### config.mk
export PLATFORM = sky130hd
export DESIGN_NAME = three_wire_serial_register_master
export DESIGN_NICKNAME = d
export VERILOG_FILES = /design/src/design/tws_pkg.sv /design/src/design/tws_input_stage.sv /design/src/design/tws_frame_engine.sv /design/src/design/tws_output_stage.sv /design/src/design/three_wire_serial_register_master.sv
export SDC_FILE = /design/constraint.sdc
export NUM_CORES = 1
export LEC_CHECK = 0
export ABC_CLOCK_PERIOD_IN_PS = 7050
export BUFFER_PORTS_ARGS = -buffer_cell sky130_fd_sc_hd__clkbuf_2
export CORE_MARGIN = 4
export CORE_UTILIZATION = 60
export CTS_CLUSTER_DIAMETER = 30
export DETAILED_ROUTE_END_ITERATION = 8
export GPL_TIMING_DRIVEN = 0
export PLACE_DENSITY = 0.82
export SLEW_MARGIN = 30
export SYNTH_ARGS = -nofsm -noshare
export SYNTH_HDL_FRONTEND = slang
export SYNTH_SLANG_ARGS = --single-unit
### constraint.sdc
create_clock -name clock -period 7.05 [get_ports clock]
set_input_delay 1.0575 -clock clock [delete_from_list [all_inputs] [get_ports clock]]
set_output_delay 1.0575 -clock clock [all_outputs]
set_load 0.05 [all_outputs]
### src/design/tws_pkg.sv
package tws_pkg;

   // request codes carried by req_type
   typedef enum logic [1:0] {
      REQ_TICK  = 2'd0,
      REQ_WRITE = 2'd1,
      REQ_READ  = 2'd2
   } req_code_type;

   // frame layout in waveform slots
   localparam int PREAMBLE_SLOTS = 2;   // select low, clock high
   localparam int SELECT_SLOTS   = 4;   // end of the select preamble
   localparam int HEAD_SLOTS     = 6;   // preamble plus direction bit
   localparam int TRAILER_SLOTS  = 2;   // write trailer or read turnaround

   localparam int SLOT_TICKS_WIDTH = 16;
   localparam logic [SLOT_TICKS_WIDTH-1:0] SLOT_TICKS_RESET = 16'd10;

   // pin levels and status of one result
   typedef struct packed {
      logic chip_select;
      logic serial_clock;
      logic serial_out;
      logic busy;
      logic done;
      logic rejected;
   } pins_type;

endpackage

### src/design/tws_input_stage.sv
module tws_input_stage #(
   parameter int ADDRESS_BITS = 5,
   parameter int DATA_BITS    = 8
) (
   input  logic                    clock,
   input  logic                    reset,
   input  logic                    advance,
   input  logic                    req_valid,
   input  logic [1:0]              req_type,
   input  logic [ADDRESS_BITS-1:0] req_reg_address,
   input  logic [DATA_BITS-1:0]    req_write_data,
   input  logic                    req_serial_in,
   output logic                    stage_valid,
   output logic [1:0]              stage_type,
   output logic [ADDRESS_BITS-1:0] stage_reg_address,
   output logic [DATA_BITS-1:0]    stage_write_data,
   output logic                    stage_serial_in
);

   logic                    valid_ff;
   logic [1:0]              type_ff;
   logic [ADDRESS_BITS-1:0] address_ff;
   logic [DATA_BITS-1:0]    data_ff;
   logic                    serial_in_ff;

   // request valid flag
   always_ff @(posedge clock) begin
      if (reset) begin
         valid_ff <= 1'b0;
      end else if (advance) begin
         valid_ff <= req_valid;
      end
   end

   // request payload
   always_ff @(posedge clock) begin
      if (advance) begin
         type_ff      <= req_type;
         address_ff   <= req_reg_address;
         data_ff      <= req_write_data;
         serial_in_ff <= req_serial_in;
      end
   end

   assign stage_valid       = valid_ff;
   assign stage_type        = type_ff;
   assign stage_reg_address = address_ff;
   assign stage_write_data  = data_ff;
   assign stage_serial_in   = serial_in_ff;

endmodule

### src/design/tws_frame_engine.sv
module tws_frame_engine #(
   parameter int ADDRESS_BITS = 5,
   parameter int DATA_BITS    = 8
) (
   input  logic                                 clock,
   input  logic                                 reset,
   input  logic                                 fire,
   input  logic                                 csr_write_enable,
   input  logic [tws_pkg::SLOT_TICKS_WIDTH-1:0] csr_write_data,
   input  logic [1:0]                           req_type,
   input  logic [ADDRESS_BITS-1:0]              req_reg_address,
   input  logic [DATA_BITS-1:0]                 req_write_data,
   input  logic                                 req_serial_in,
   output tws_pkg::pins_type                    pins,
   output logic [DATA_BITS-1:0]                 read_data
);

   localparam int WORD_BITS   = ADDRESS_BITS + DATA_BITS;
   localparam int TOTAL_SLOTS = tws_pkg::HEAD_SLOTS + 2 * ADDRESS_BITS + 2 * DATA_BITS
                                + tws_pkg::TRAILER_SLOTS;
   localparam int SLOT_W      = $clog2(TOTAL_SLOTS);
   localparam int POS_W       = (WORD_BITS > 1) ? $clog2(WORD_BITS) : 1;
   // first low slot after the turnaround clock
   localparam int RD_START    = tws_pkg::HEAD_SLOTS + 2 * ADDRESS_BITS
                                + tws_pkg::TRAILER_SLOTS;
   localparam int TW          = tws_pkg::SLOT_TICKS_WIDTH;

   logic [TW-1:0]        slot_ticks_ff;
   logic [SLOT_W-1:0]    slot_index_ff, slot_index_in;
   logic [TW-1:0]        tick_count_ff, tick_count_in;
   logic [WORD_BITS-1:0] transmit_shift_ff, transmit_shift_in;
   logic [DATA_BITS-1:0] receive_shift_ff, receive_shift_in;
   logic                 read_mode_ff, read_mode_in;
   logic                 frame_active_ff, frame_active_in;
   logic [DATA_BITS-1:0] read_result_ff, read_result_in;

   logic                 is_req, start, rejected;
   logic                 act_e, rm_e;
   logic [SLOT_W-1:0]    s_e;
   logic [TW-1:0]        tick_e, tick_inc, slot_len;
   logic [WORD_BITS-1:0] tx_e;
   logic                 slot_end, last_slot, sample, done;
   logic [SLOT_W:0]      s_inc;
   logic [DATA_BITS:0]   rx_shifted;
   logic [DATA_BITS-1:0] rx_e_next;
   logic [SLOT_W-1:0]    k_raw, k_lim, k_sel, pos;
   logic                 word_level, data_level;

   // request decode and the state the tick works on
   always_comb begin
      is_req   = (req_type == tws_pkg::REQ_WRITE) || (req_type == tws_pkg::REQ_READ);
      start    = is_req && !frame_active_ff;
      rejected = is_req && frame_active_ff;
      act_e    = frame_active_ff || start;
      s_e      = start ? '0 : slot_index_ff;
      tick_e   = start ? '0 : tick_count_ff;
      rm_e     = start ? (req_type == tws_pkg::REQ_READ) : read_mode_ff;
      if (start) begin
         tx_e = {req_reg_address,
                 (req_type == tws_pkg::REQ_READ) ? {DATA_BITS{1'b0}} : req_write_data};
      end else begin
         tx_e = transmit_shift_ff;
      end
   end

   // slot timing
   always_comb begin
      slot_len  = (slot_ticks_ff == '0) ? TW'(1) : slot_ticks_ff;
      tick_inc  = tick_e + TW'(1);
      slot_end  = act_e && (tick_inc >= slot_len);
      s_inc     = {1'b0, s_e} + (SLOT_W + 1)'(1);
      last_slot = s_inc >= (SLOT_W + 1)'(TOTAL_SLOTS);
      done      = slot_end && last_slot;
   end

   // receive sampling on the last tick of each low slot after the turnaround
   always_comb begin
      sample     = rm_e && (s_e >= SLOT_W'(RD_START)) && !s_e[0];
      rx_shifted = {receive_shift_ff, req_serial_in};
      rx_e_next  = (slot_end && sample) ? rx_shifted[DATA_BITS-1:0] : receive_shift_ff;
   end

   // master data line level, last bit held through read phase and trailer
   always_comb begin
      k_raw = (s_e - SLOT_W'(tws_pkg::HEAD_SLOTS)) >> 1;
      k_lim = rm_e ? SLOT_W'(ADDRESS_BITS - 1) : SLOT_W'(WORD_BITS - 1);
      k_sel = (k_raw > k_lim) ? k_lim : k_raw;
      pos   = SLOT_W'(WORD_BITS - 1) - k_sel;
      word_level = tx_e[pos[POS_W-1:0]];
      if (s_e < SLOT_W'(tws_pkg::SELECT_SLOTS)) begin
         data_level = 1'b1;
      end else if (s_e < SLOT_W'(tws_pkg::HEAD_SLOTS)) begin
         data_level = rm_e;
      end else begin
         data_level = word_level;
      end
   end

   // pin levels and status
   always_comb begin
      pins.rejected = rejected;
      if (act_e) begin
         pins.chip_select  = s_e >= SLOT_W'(tws_pkg::PREAMBLE_SLOTS);
         pins.serial_clock = (s_e < SLOT_W'(tws_pkg::SELECT_SLOTS)) ? 1'b1 : s_e[0];
         pins.serial_out   = data_level;
         pins.busy         = 1'b1;
         pins.done         = done;
      end else begin
         pins.chip_select  = 1'b0;
         pins.serial_clock = 1'b1;
         pins.serial_out   = 1'b0;
         pins.busy         = 1'b0;
         pins.done         = 1'b0;
      end
      read_data = (done && rm_e) ? rx_e_next : read_result_ff;
   end

   // next frame state
   always_comb begin
      frame_active_in   = act_e && !done;
      read_mode_in      = rm_e;
      transmit_shift_in = tx_e;
      receive_shift_in  = rx_e_next;
      read_result_in    = (done && rm_e) ? rx_e_next : read_result_ff;
      if (!act_e) begin
         slot_index_in = slot_index_ff;
         tick_count_in = tick_count_ff;
      end else if (slot_end) begin
         slot_index_in = last_slot ? '0 : s_inc[SLOT_W-1:0];
         tick_count_in = '0;
      end else begin
         slot_index_in = s_e;
         tick_count_in = tick_inc;
      end
   end

   // frame state registers, one update per request
   always_ff @(posedge clock) begin
      if (reset) begin
         slot_index_ff     <= '0;
         tick_count_ff     <= '0;
         transmit_shift_ff <= '0;
         receive_shift_ff  <= '0;
         read_mode_ff      <= 1'b0;
         frame_active_ff   <= 1'b0;
         read_result_ff    <= '0;
      end else if (fire) begin
         slot_index_ff     <= slot_index_in;
         tick_count_ff     <= tick_count_in;
         transmit_shift_ff <= transmit_shift_in;
         receive_shift_ff  <= receive_shift_in;
         read_mode_ff      <= read_mode_in;
         frame_active_ff   <= frame_active_in;
         read_result_ff    <= read_result_in;
      end
   end

   // slot length register
   always_ff @(posedge clock) begin
      if (reset) begin
         slot_ticks_ff <= tws_pkg::SLOT_TICKS_RESET;
      end else if (csr_write_enable) begin
         slot_ticks_ff <= csr_write_data;
      end
   end

endmodule

### src/design/tws_output_stage.sv
module tws_output_stage #(
   parameter int DATA_BITS = 8
) (
   input  logic                 clock,
   input  logic                 reset,
   input  logic                 load_valid,
   input  tws_pkg::pins_type    pins,
   input  logic [DATA_BITS-1:0] read_data,
   input  logic                 rsp_stall,
   output logic                 advance,
   output logic                 rsp_valid,
   output logic                 rsp_chip_select,
   output logic                 rsp_serial_clock,
   output logic                 rsp_serial_out,
   output logic                 rsp_busy_res,
   output logic                 rsp_done_res,
   output logic [DATA_BITS-1:0] rsp_read_data,
   output logic                 rsp_rejected
);

   logic                 valid_ff;
   tws_pkg::pins_type    pins_ff;
   logic [DATA_BITS-1:0] read_data_ff;

   // the pipeline moves unless a held result is stalled
   assign advance = !(valid_ff && rsp_stall);

   // result valid flag
   always_ff @(posedge clock) begin
      if (reset) begin
         valid_ff <= 1'b0;
      end else if (advance) begin
         valid_ff <= load_valid;
      end
   end

   // result payload
   always_ff @(posedge clock) begin
      if (advance) begin
         pins_ff      <= pins;
         read_data_ff <= read_data;
      end
   end

   assign rsp_valid        = valid_ff;
   assign rsp_chip_select  = pins_ff.chip_select;
   assign rsp_serial_clock = pins_ff.serial_clock;
   assign rsp_serial_out   = pins_ff.serial_out;
   assign rsp_busy_res     = pins_ff.busy;
   assign rsp_done_res     = pins_ff.done;
   assign rsp_read_data    = read_data_ff;
   assign rsp_rejected     = pins_ff.rejected;

endmodule

### src/design/three_wire_serial_register_master.sv
// Three-wire serial register master. Every request is one tick of the bit timing base and
// may also start a register write (req_type 1) or read (req_type 2); a start while a frame
// runs is dropped and flagged by rsp_rejected. Each slot of the frame lasts csr_write_data
// ticks (reset 10, zero acts as one), so one serial clock period is two slots. Every request
// gives exactly one response with the pin levels for that tick, busy, done and the byte of
// the last read. Requests are taken one per clock with no bubbles while no response
// stalls: each passes an input register, the single-pass frame engine and a result
// register, which offers its response. A stalled response holds the whole pipeline.
module three_wire_serial_register_master #(
   parameter int ADDRESS_BITS = 5,
   parameter int DATA_BITS    = 8
) (
   input  logic                                 clock,
   input  logic                                 reset,
   input  logic                                 csr_write_enable,
   input  logic [tws_pkg::SLOT_TICKS_WIDTH-1:0] csr_write_data,
   input  logic                                 req_valid,
   output logic                                 req_stall,
   input  logic [1:0]                           req_type,
   input  logic [ADDRESS_BITS-1:0]              req_reg_address,
   input  logic [DATA_BITS-1:0]                 req_write_data,
   input  logic                                 req_serial_in,
   output logic                                 rsp_valid,
   input  logic                                 rsp_stall,
   output logic                                 rsp_chip_select,
   output logic                                 rsp_serial_clock,
   output logic                                 rsp_serial_out,
   output logic                                 rsp_busy_res,
   output logic                                 rsp_done_res,
   output logic [DATA_BITS-1:0]                 rsp_read_data,
   output logic                                 rsp_rejected
);

   logic                    advance;
   logic                    stage_valid;
   logic [1:0]              stage_type;
   logic [ADDRESS_BITS-1:0] stage_reg_address;
   logic [DATA_BITS-1:0]    stage_write_data;
   logic                    stage_serial_in;
   tws_pkg::pins_type       pins;
   logic [DATA_BITS-1:0]    read_data;

   assign req_stall = !advance;

   // input register
   tws_input_stage #(
      .ADDRESS_BITS (ADDRESS_BITS),
      .DATA_BITS    (DATA_BITS)
   ) u_input_stage (
      .clock             (clock),
      .reset             (reset),
      .advance           (advance),
      .req_valid         (req_valid),
      .req_type          (req_type),
      .req_reg_address   (req_reg_address),
      .req_write_data    (req_write_data),
      .req_serial_in     (req_serial_in),
      .stage_valid       (stage_valid),
      .stage_type        (stage_type),
      .stage_reg_address (stage_reg_address),
      .stage_write_data  (stage_write_data),
      .stage_serial_in   (stage_serial_in)
   );

   // frame sequencing and pin levels
   tws_frame_engine #(
      .ADDRESS_BITS (ADDRESS_BITS),
      .DATA_BITS    (DATA_BITS)
   ) u_frame_engine (
      .clock            (clock),
      .reset            (reset),
      .fire             (stage_valid && advance),
      .csr_write_enable (csr_write_enable),
      .csr_write_data   (csr_write_data),
      .req_type         (stage_type),
      .req_reg_address  (stage_reg_address),
      .req_write_data   (stage_write_data),
      .req_serial_in    (stage_serial_in),
      .pins             (pins),
      .read_data        (read_data)
   );

   // result register
   tws_output_stage #(
      .DATA_BITS (DATA_BITS)
   ) u_output_stage (
      .clock            (clock),
      .reset            (reset),
      .load_valid       (stage_valid),
      .pins             (pins),
      .read_data        (read_data),
      .rsp_stall        (rsp_stall),
      .advance          (advance),
      .rsp_valid        (rsp_valid),
      .rsp_chip_select  (rsp_chip_select),
      .rsp_serial_clock (rsp_serial_clock),
      .rsp_serial_out   (rsp_serial_out),
      .rsp_busy_res     (rsp_busy_res),
      .rsp_done_res     (rsp_done_res),
      .rsp_read_data    (rsp_read_data),
      .rsp_rejected     (rsp_rejected)
   );

endmodule

==> impl_metrics.toml <==
[run_status]
status = "finished, final reports clean"

[sta]
drv_slew = 0
fmax_mhz = 166
setup_viol = 0
tns_ns = 0
skew_ns = 0.0122
fin_crit_ns = 6.02
hold_violations = 0
rsz0062_at_grt = "no"
tightestPinTransition_ns = 0.770
finalCritPeriodShare = 0.854
relSlewSlack = 0.485

[floorplan]
die_area_um2 = 10800
initial_utilization = 0.625
die_w_um = 104
io-pin-count = 53
core_um2 = 8810
rows = 34
die_height_um = 104

[synth]
syn_area_um2 = 5510
synthFlopType = "dfxtp_1"
ys_warn_count = 0
synth_top_cells_by_count = "85 x nand2_1, 71 x dfxtp_1, 60 x nor2_1"
ys_ff_latch = 101
synth_area_leader_cell = "dfxtp_1"
async_flop_share = 0
syn-num-nets = 674
yosysSeqAreaShare = 0.422
synth_edf_count = 30
ys_types = 68
syn_inst = 611
synth.avg_cell_area_um2 = 9.01
synth_top_cells_by_area = "dfxtp_1 26%, edfxtp_1 16%, mux2i_1 8.0%"
yosysTopAreaCellShare = 0.258
synth.most_common_cell = "nand2_1"

[pwr]
switching_share = 0.296
p_per_area_nw_per_um2 = 187
leakagePower_nw = 2.38
clkPwrFrac = 0.316
p_switching_mw = 0.337
power.internal_mw = 0.802
sequentialPowerShare = 0.554
power_frac_comb = 0.130
ir_worst_vdd_v = 0.000138

[drt]
detail_route.wl_per_cell_um = 16.8
drc = 0
drtPass1Iterations = 5
viasPerCell = 6.15
drtIter0Drc = 421
totalWireLength_um = 13200
num_vias = 4837
drtAntennaViolNets = 0

[cells_and_area]
nets = 736
area_growth_pct = 10.6
instances_no_fill = 786
drive_gt1_frac = 0.145
insertedDiodeCount = 0

[grt]
grt_max_degree = 35
overflow = 0
grt_antenna_before_repair = 0
grt_pass1_wl_um = 22200
grt_pass1_vias = 4770
grt_usage = 0.248

[clocking]
cts_root_buffer = "clkbuf_8"
holdBufCountCts = 0
cts_htree_levels = 3
post_cts.repair.setup_buffers = 0
clock-sinks = 101
clock_latency_ns = 0.38
tritoncts = "yes"
path_clk_slew_ns = 0.10
clock_path_buffers = 2
numCtsBuffers = 9
cts_resized = 0

[place]
port-buffer-count = 51
gp_congestion = 0.856
post-dp-hpwl_um = 9650
dp.cells = 770

[setup_path]
crit_required_ns = 7.16
cp.arrival_ns = 6.13
critical_path_class = "flip-flop to flip-flop"
critPathCaptureType = "flip-flop"
worst_setup_path_start_kind = "flip-flop"
path_max_fanout = 10

[job]
maxCapViolCount = 0

[worst_hold_path]
hold_class = "flip-flop to flip-flop"
sequential cells by signal (all words and copies together) (netlist names), 2 cells and up:
name / flops
u_frame_engine.read_result_ff: 8
u_frame_engine.slot_index_ff: 6
u_frame_engine.receive_shift_ff: 8
u_frame_engine.tick_count_ff: 16
u_input_stage.stage_reg_address: 5
u_input_stage.stage_write_data: 8
u_output_stage.rsp_read_data: 8
u_frame_engine.slot_ticks_ff: 16
u_input_stage.stage_type: 2
u_frame_engine.transmit_shift_ff: 13
power by group through the flow:
stage	Clock (mW)	Combinational (mW)	Sequential [mW]
floorplan	0	0.0853	0.657
global placement	0	0.139	0.643
detailed placement	0	0.145	0.644
CTS	0.364	0.146	0.631
global route	0.385	0.162	0.634
finish	0.360	0.148	0.631
layout by cell type (no fill, tap or decap), types with 7 or more instances in the layout:
| cell | count |
|---|---|
| a211oi_1 | 10 |
| a21oi_1 | 45 |
| a31oi_1 | 7 |
| clkbuf_1 | 21 |
| clkbuf_2 | 51 |
| clkbuf_8 | 9 |
| dfxtp_1 | 71 |
| edfxtp_1 | 30 |
| ha_1 | 26 |
| inv_1 | 29 |
| mux2i_1 | 44 |
| nand2_1 | 84 |
| nand3_1 | 17 |
| nand4_1 | 10 |
| nor2_1 | 60 |
| o21ai_0 | 15 |
| o21ai_1 | 11 |
| xor2_1 | 11 |
kinds of logic (layout without fill, tap and decap cells):
family | after synthesis | count (layout) | share of synthesized area
compound gates | 130 | 130 | 0.164
xor+xnor | 18 | 18 | 0.0300
fa+ha+maj | 26 | 26 | 0.0591
buf+inv | 64 | 131 | 0.0489
flops | 101 | 101 | 0.422
mux | 44 | 44 | 0.0800
simple gates | 228 | 228 | 0.197
through the flow:
step / setup slack [ns] / instance area (um^2) / utilization / total power, mW / hold WS, ns
2_1_floorplan: 2.41 / 5510 / - / 0.742 / 0.432
3_3_place_gp: 1.36 / 5900 / 0.670 / 0.782 / 0.442
3_5_place_dp: 1.21 / 5900 / 0.670 / 0.789 / 0.448
4_1_cts: 1.17 / 6090 / 0.691 / 1.14 / 0.462
5_1_grt: 0.637 / 6090 / 0.691 / 1.18 / 0.480
6_report: 1.03 / 6090 / 0.691 / 1.14 / 0.463
layout make-up:
type | count | area, um^2
well taps | 108 | 135
clock inverters | 7 | 66.3
flip-flops and latches | 101 | 2320
inverters | 31 | 116
clock buffers | 9 | 124
repair buffers | 51 | 255
multi-input cells | 446 | 2920
fillers | 697 | 2720
plain buffers | 33 | 153
path summary, 6_finish.rpt:
check,from,endpoint,slack (ns),depth (start not counted)
max,u_input_stage.stage_type[1],u_output_stage.rsp_read_data[0],1.03,20
min,u_frame_engine.transmit_shift_ff[3],u_frame_engine.transmit_shift_ff[3],0.46,2
max reg2reg,u_input_stage.stage_type[1],u_output_stage.rsp_read_data[0],1.03,20
min reg2reg,u_frame_engine.transmit_shift_ff[3],u_frame_engine.transmit_shift_ff[3],0.46,2
worst max-delay path, cell delays in order, from the launching register on:
cell and delay (ns):
edfxtp_1 0.38, ha_1 0.42, or2_1 0.15, buf_6 0.13
buf_2 0.28, clkbuf_1 0.40, clkbuf_1 0.46, and2_1 0.21
ha_1 0.20, nand4_1 0.26, nor2_1 0.29, nand4_1 0.16
xor2_1 0.18, nor2_1 0.16, ha_1 0.29, a21oi_1 0.14
o21ai_0 0.12, a32oi_2 0.59, a2111o_1 0.42, clkbuf_1 0.39
o21ai_1 0.13
per-layer routing:
metal / track usage / routed length [um] / up-vias / share of wire
li1: - / - / 2284 / -
met2: 0.428 / 6620 / 195 / 0.50
met5: 0 / 0 / - / 0
met4: 0.0921 / 315 / 0 / 0.024
met1: 0.303 / 5400 / 2318 / 0.41
met3: 0.0553 / 892 / 40 / 0.067
No activity file was read; power rests on OpenSTA's default activity.
